--- config.mk ---
export PLATFORM = sky130hd
export DESIGN_NAME = rbrc_cell
export DESIGN_NICKNAME = d
export VERILOG_FILES = /design/src/sv/assert_macros.svh /design/src/sv/rbrc_pkg.sv /design/src/sv/rbrc_cell.sv
export SDC_FILE = /design/constraint.sdc
export NUM_CORES = 1
export LEC_CHECK = 0
export ABC_AREA = 0
export BUFFER_PORTS_ARGS = -buffer_cell sky130_fd_sc_hd__buf_2
export CAP_MARGIN = 15
export CORE_AREA = 3 3 168 170
export CTS_CLUSTER_DIAMETER = 40
export DETAILED_ROUTE_END_ITERATION = 10
export DIE_AREA = 0 0 171 173
export PLACE_DENSITY_LB_ADDON = 0.15
export SETUP_SLACK_MARGIN = 0.2
export SYNTH_ARGS = -nofsm -noshare
export SYNTH_HDL_FRONTEND = slang
export SYNTH_SLANG_ARGS = --single-unit
--- constraint.sdc ---
create_clock -name clk_i -period 7.3 [get_ports clk_i]
set_input_delay 0.365 -clock clk_i [delete_from_list [all_inputs] [get_ports clk_i]]
set_output_delay 0.365 -clock clk_i [all_outputs]
set_load 0.01 [all_outputs]
--- src/sv/assert_macros.svh ---
`ifndef ASSERT_MACROS_SVH
`define ASSERT_MACROS_SVH

// property checked on every rising clock edge outside reset
`define RBRC_ASSERT(lbl, prop, msg) \
  lbl: assert property (@(posedge clk_i) disable iff (!rst_ni) prop) else $error(msg);

// implication checked on every rising clock edge outside reset
`define RBRC_ASSERT_IMP(lbl, ante, cons, msg) \
  lbl: assert property (@(posedge clk_i) disable iff (!rst_ni) (ante) |-> (cons)) \
    else $error(msg);

`endif

--- src/sv/rbrc_pkg.sv ---
`timescale 1ns / 1ps
package rbrc_pkg;

  localparam int MaxZones = 64;
  localparam int IdxW     = $clog2(MaxZones);
  localparam int CntW     = IdxW + 1;
  localparam int BlkW     = 48;
  localparam int EndW     = BlkW + 1;
  localparam int NumW     = 32;

  // request type codes
  localparam logic REQ_ADD   = 1'b0;
  localparam logic REQ_CHECK = 1'b1;

  // configuration register indexes
  localparam logic CFG_FIRST_DATA = 1'b0;
  localparam logic CFG_TOTAL      = 1'b1;

  typedef struct packed {
    logic            req_type;
    logic [BlkW-1:0] start_block;
    logic [NumW-1:0] block_count;
  } req_t;

  typedef struct packed {
    logic            range_valid;
    logic            table_full;
    logic [BlkW-1:0] error_block;
  } res_t;

  typedef enum logic [2:0] {
    OP_HOLD,
    OP_CMP,
    OP_ADJ,
    OP_EXT,
    OP_INS,
    OP_MRG
  } cell_op_e;

  typedef struct packed {
    cell_op_e        op;
    logic [CntW-1:0] pos;
    logic [CntW-1:0] used;
    logic [BlkW-1:0] s;
    logic [EndW-1:0] e;
  } cell_cmd_t;

  typedef struct packed {
    logic hit;
    logic le;
    logic ovl;
    logic adj;
  } cell_flags_t;

  typedef enum logic [2:0] {
    S_IDLE,
    S_CMP,
    S_DEC,
    S_ADJ1,
    S_PRE,
    S_ADJ2,
    S_SUC
  } state_e;

  // lowest set bit index, MaxZones when none is set
  function automatic logic [CntW-1:0] first_set(input logic [MaxZones-1:0] v);
    logic [CntW-1:0] r;
    r = CntW'(MaxZones);
    for (int k = MaxZones - 1; k >= 0; k--) begin
      if (v[k]) begin
        r = CntW'(k);
      end
    end
    return r;
  endfunction

endpackage

--- src/sv/rbrc_cell.sv ---
`timescale 1ns / 1ps
module rbrc_cell (
  input  logic                     clk_i,
  input  logic [rbrc_pkg::IdxW-1:0] idx_i,
  input  rbrc_pkg::cell_cmd_t      cmd_i,
  input  logic [rbrc_pkg::BlkW-1:0] prev_start_i,
  input  logic [rbrc_pkg::EndW-1:0] prev_end_i,
  input  logic [rbrc_pkg::BlkW-1:0] next_start_i,
  input  logic [rbrc_pkg::EndW-1:0] next_end_i,
  output logic [rbrc_pkg::BlkW-1:0] start_o,
  output logic [rbrc_pkg::EndW-1:0] end_o,
  output rbrc_pkg::cell_flags_t    flags_o
);
  import rbrc_pkg::*;

  logic [BlkW-1:0] start_q, start_d;
  logic [EndW-1:0] end_q, end_d;
  cell_flags_t     flags_q, flags_d;
  logic            vld;
  logic            at_pos;
  logic            above_pos;
  logic [EndW-1:0] s_ext;

  assign vld       = {1'b0, idx_i} < cmd_i.used;
  assign at_pos    = {1'b0, idx_i} == cmd_i.pos;
  assign above_pos = {1'b0, idx_i} > cmd_i.pos;
  assign s_ext     = {1'b0, cmd_i.s};

  // entry update and compare flags
  always_comb begin
    start_d = start_q;
    end_d   = end_q;
    flags_d = flags_q;
    unique case (cmd_i.op)
      OP_CMP: begin
        flags_d.hit = vld && (s_ext >= {1'b0, start_q}) && (s_ext < end_q);
        flags_d.le  = vld && (start_q <= cmd_i.s);
        flags_d.ovl = vld && (cmd_i.e > {1'b0, start_q}) && (s_ext < end_q);
      end
      OP_ADJ: begin
        flags_d.adj = end_q == {1'b0, next_start_i};
      end
      OP_EXT: begin
        if (at_pos && (cmd_i.e > end_q)) begin
          end_d = cmd_i.e;
        end
      end
      OP_INS: begin
        if (at_pos) begin
          start_d = cmd_i.s;
          end_d   = cmd_i.e;
        end else if (above_pos) begin
          start_d = prev_start_i;
          end_d   = prev_end_i;
        end
      end
      OP_MRG: begin
        if (at_pos) begin
          end_d = next_end_i;
        end else if (above_pos) begin
          start_d = next_start_i;
          end_d   = next_end_i;
        end
      end
      default: begin
      end
    endcase
  end

  // entry storage, no reset needed
  always_ff @(posedge clk_i) begin
    start_q <= start_d;
    end_q   <= end_d;
    flags_q <= flags_d;
  end

  assign start_o = start_q;
  assign end_o   = end_q;
  assign flags_o = flags_q;

endmodule

# Word level (Yosys, flattened, before mapping)
# Index checks and enable logic that the tools add are counted.
[word_totals] in_bits=315 out_inout_bits=101 regBits=101 wordCells=46
[classes] mux=11 n_reduce_logical=10 magnitude_cmp=7 n_eq_ne=12
[op_table] operator="$mux W49" count=5
[op_table] operator="$mux W48" count=4
[op_table] operator="$pmux W49 S3" count=1
[op_table] operator="$pmux W48 S2" count=1
[op_table] operator="$eq A49 B48 Y1" count=1
[op_table] operator="$gt A49 B48 Y1" count=1
[op_table] operator="$gt A49 B49 Y1" count=1
[op_table] operator="$lt A48 B49 Y1" count=1
[op_table] operator="$ge A48 B48 Y1" count=1
[op_table] operator="$le A48 B48 Y1" count=1
[op_table] operator="$reduce_and A4 Y1" count=2
[op_table] operator="$eq A6 B7 Y1" count=1
[op_table] operator="$gt A6 B7 Y1" count=1
[op_table] operator="$lt A6 B7 Y1" count=1
[op_table] operator="$eq A3 B2 Y1 const B" count=2
[op_table] operator="$eq A3 B3 Y1 const B" count=2
[op_table] operator="$logic_and A1 B1 Y1" count=6
[op_table] operator="$ne A2 B2 Y1 const B" count=3
[op_table] operator="$ne A3 B3 Y1 const B" count=2
[op_table] operator="$eq A3 B1 Y1 const B" count=1
[op_table] operator="$reduce_bool A3 Y1" count=1
[op_table] operator="$reduce_bool A2 Y1" count=1

# Logic depth before layout (Yosys ltp)
[depth] depth_word=4 ltp_mapped=10 depth_no_buf=8

# Least setup slack after synthesis
# OpenSTA, ideal clock, no wires.
[synth_path] path_kind="input to register" startpoint="in cmd_i[107] in the netlist's numbering" endpoint="reg start_q[0], in the netlist start_o[0], enable pin" cell_stages=8 t_arrival_ns=3.789 setup_ns=0.470 slack_ns=3.041 required_time_ns=6.830 n_path_buf=1 path_cell_list="inv_1 -> ha_1 -> nand3_1 -> nor2_1 -> buf_2 -> o31ai_1 -> a211o_1 -> a21oi_1"
[synth_between] elab_chain_len=3 word_cells_on_any_way=6 classes_between="order compare: 1; eq/ne: 4; reduce/logical: 1"
[synth_lines] element="from (decl)" line_no="rbrc_cell.sv:5" text="input rbrc_pkg::cell_cmd_t cmd_i,"
[synth_lines] element="$gt A6 B7 Y1 or $eq A6 B7 Y1 (tied branches)" line_no="rbrc_cell.sv:26, rbrc_cell.sv:25"
[synth_lines] element="$ne A3 B3 Y1 (no line) or $ne A2 B2 Y1 (tied branches)"
[synth_lines] element="$reduce_and A4 Y1 (no line) *"
[synth_lines] element="to (signal assigned)" line_no="rbrc_cell.sv:72" text="start_q <= start_d;"
[synth_lines] element="to (decl)" line_no="rbrc_cell.sv:16" text="logic [BlkW-1:0] start_q, start_d;"
# Mark *: on every way between the ends. The rest lies on a longest branch, timed or not.
# A chain may end at the register's enable or synchronous reset.

# Worst setup path after layout
[layout_path] startpoint="in idx_i[5] in the netlist's numbering" endpoint="reg end_q[15], in the netlist end_o[15], enable pin"
[layout_between] elab_chain_len=4 word_cells_on_any_way=7 classes_between="order compare: 1; eq/ne: 4; reduce/logical: 2"
[layout_lines] element="from (decl)" line_no="rbrc_cell.sv:4" text="input logic [rbrc_pkg::IdxW-1:0] idx_i,"
[layout_lines] element="parallel branches: the longest is 3 deep, another holds $gt A6 B7 Y1"
[layout_lines] element="$reduce_and A4 Y1 (no line) *"
[layout_lines] element="to (signal assigned)" line_no="rbrc_cell.sv:73" text="end_q <= end_d;"
[layout_lines] element="to (decl)" line_no="rbrc_cell.sv:17" text="logic [EndW-1:0] end_q, end_d;"
# Every way passes the cells marked *.

==> results.json <==
{
  "core_area_mm2": 0.02688,
  "rows": 60,
  "cts_buffers": 9,
  "ant_nets": 0,
  "skew_ns": 0.007194,
  "ys.flop_type": "edfxtp_1",
  "worstSetupPathType": "in2reg",
  "critPathLaunchType": "input port",
  "clock_path_buffers": 2,
  "p_per_area_mw_per_mm2": 122.6,
  "path_max_fanout": 49,
  "synth.area.top_cells": "edfxtp_1 28%, ha_1 24%, a22oi_1 6.9%",
  "max_freq_mhz": 302.9,
  "syn_area_per_cell_um2": 8.887,
  "fp.dieH_um": 173,
  "grt-ovfl-total": 0,
  "io_buffers": 415,
  "crit_required_ns": 7.29,
  "worst_ep_arrival_time_ns": 3.29,
  "layout.nets": 2112,
  "drc": 0,
  "ys_top_cells_by_count": "203 x ha_1, 171 x inv_1, 127 x o21ai_0, 101 x edfxtp_1, 98 x a22oi_1",
  "syn_inst": 1202,
  "ys_warn_count": 0,
  "rsz0062_at_grt": "no",
  "grt_pass1_vias": 10950,
  "r2r_cells": 8,
  "synth_fp_nets": 1720,
  "slew_headroom": 0.3867,
  "vdd_drop_max_v": 0.00007452,
  "finalSetupViolCount": 0,
  "diodes": 0,
  "status": "finished, final reports clean",
  "post_cts.repair.setup_buffers": 0,
  "vias": 10960,
  "synth-edff-count": 101,
  "drive_above_1_share": 0.2814,
  "grt_pass1_wl_um": 64490,
  "utilization": 0.4982,
  "grt_max_degree": 88,
  "dr.pass1.iters": 6,
  "synth_top_area_share": 0.2839,
  "routedWlPerCell_um": 22.46,
  "dpl.cell_count": 1924,
  "worst_hold_path_type": "in2reg",
  "grt_usage": 0.2855,
  "h-tree-depth": 3,
  "tightest_slew_ns": 0.9180,
  "cts_tree": "built",
  "period_minus_slack_ns": 3.301,
  "die_area_mm2": 0.02958,
  "async_flop_share": 0,
  "wirelength_um": 43580,
  "end_kind": "register",
  "hold_ws_ns": 0.3060,
  "cts_hold_buf": 0,
  "yosysSeqAreaShare": 0.2839,
  "synthDistinctLibCells": 55,
  "syn2layout_area_growth_pct": 25.35,
  "ys_ff_latch": 101,
  "hpwl_um": 36220,
  "final.period_utilization": 0.4522,
  "globalplace.congestion": 0.8857,
  "clkTransAtPathRegs_ns": 0.08,
  "dieWidth_um": 171,
  "drtIter0Drc": 788,
  "cts_sinks": 101,
  "ctsResizeCount": 0,
  "yosysMostFrequentCell": "ha_1",
  "p_leak_nw": 6.361,
  "antenna_found_initial": 1,
  "io_pins": 416,
  "clkLatencyLatePin_ns": 0.36,
  "worstHoldPathCells": 3,
  "setup_tns_ns": 0,
  "final_cells": 1940,
  "cts_root_buf": "clkbuf_16",
  "start_util": 0.3975,
  "hold_violations": 0,
  "viasPerCell": 5.647,
  "synth_area_mm2": 0.01068,
  "report.final.slew_viol_count": 0,
  "drv_cap": 0,
  "synth_top_area_cell": "edfxtp_1"
}
cell families after synthesis:
| group | Yosys count | share of synthesized area |
|---|---|---|
| xor+xnor | 48 | 0.03935 |
| simple gates | 222 | 0.1042 |
| flops | 101 | 0.2839 |
| mux | 48 | 0.04498 |
| buf+inv | 214 | 0.07648 |
| fa+ha+maj | 203 | 0.2378 |
| compound gates | 366 | 0.2133 |
report_power, final:
group / internal [W] / total, W / switching, W
Sequential: 0.000665 / 0.000682 / 0.0000169
Clock: 0.000233 / 0.000476 / 0.000243
Combinational: 0.000202 / 0.000483 / 0.000282
Total: 0.00110 / 0.00164 / 0.000541
registers in the layout, summed over array words and instances (netlist names):
signal,cells
flags_o,4
end_o,49
start_o,48
critical path: stages:
cell and delay, ns:
buf_2 0.11, ha_1 0.30, nand4b_1 0.15, nor2_4 0.11
buf_4 0.61, nand4b_1 0.30, a41oi_1 0.34, o21ai_0 0.18
nand3_2 0.10, buf_4 0.66
routing by layer:
layer,vias to the layer above,share of wire,GRT usage
met4,2,0.027,0.08853
met3,58,0.075,0.04047
met1,5132,0.41,0.3654
met2,509,0.48,0.4955
met5,-,0.00016,0
li1,5255,-,-
worst paths after layout:
path | slack, ns | to | start
setup / recovery | 4.00 | end_o[15] | idx_i[5]
hold / removal | 0.31 | end_o[1] | next_end_i[1]
setup reg to reg | 4.16 | end_o[15] | end_o[44]
hold reg to reg | 0.80 | flags_o[0] | end_o[48]
metrics by stage:
step | instance area [µm²] | power, W | setup WS, ns
floorplan | 10680 | 0.0009326 | 3.041
global placement | 13120 | 0.001169 | 3.736
detailed placement | 13120 | 0.001175 | 3.642
CTS | 13390 | 0.001649 | 4.011
global route | 13390 | 0.001729 | 3.811
finish | 13390 | 0.001641 | 3.999
cell usage in the layout (no fill, tap or decap), types with 5 or more instances in the layout:
cell type	n
edfxtp_1	101
o211ai_1	7
o21a_1	5
nand4_1	45
mux2i_1	48
a21o_1	8
nor3_1	10
xor2_1	31
nand3_1	20
clkbuf_16	9
nor4_1	14
a22oi_1	98
nor2_1	16
a21boi_0	6
a211oi_1	7
inv_1	171
buf_2	415
o21ai_0	127
a21oi_1	76
ha_1	203
xnor2_1	17
nand2_1	91
buf_4	9
area by class of cell:
cell class                      instances  area, µm²
Tap cell                              341      426.7
Fill cell                            2688      13490
Inverter                              171      641.9
Multi-Input combinational cell        887       6874
Clock buffer                           11      232.7
Sequential cell                       101       3033
Clock inverter                          5      37.54
Timing Repair Buffer                  424       2145
No activity file was read; power rests on OpenSTA's default activity.
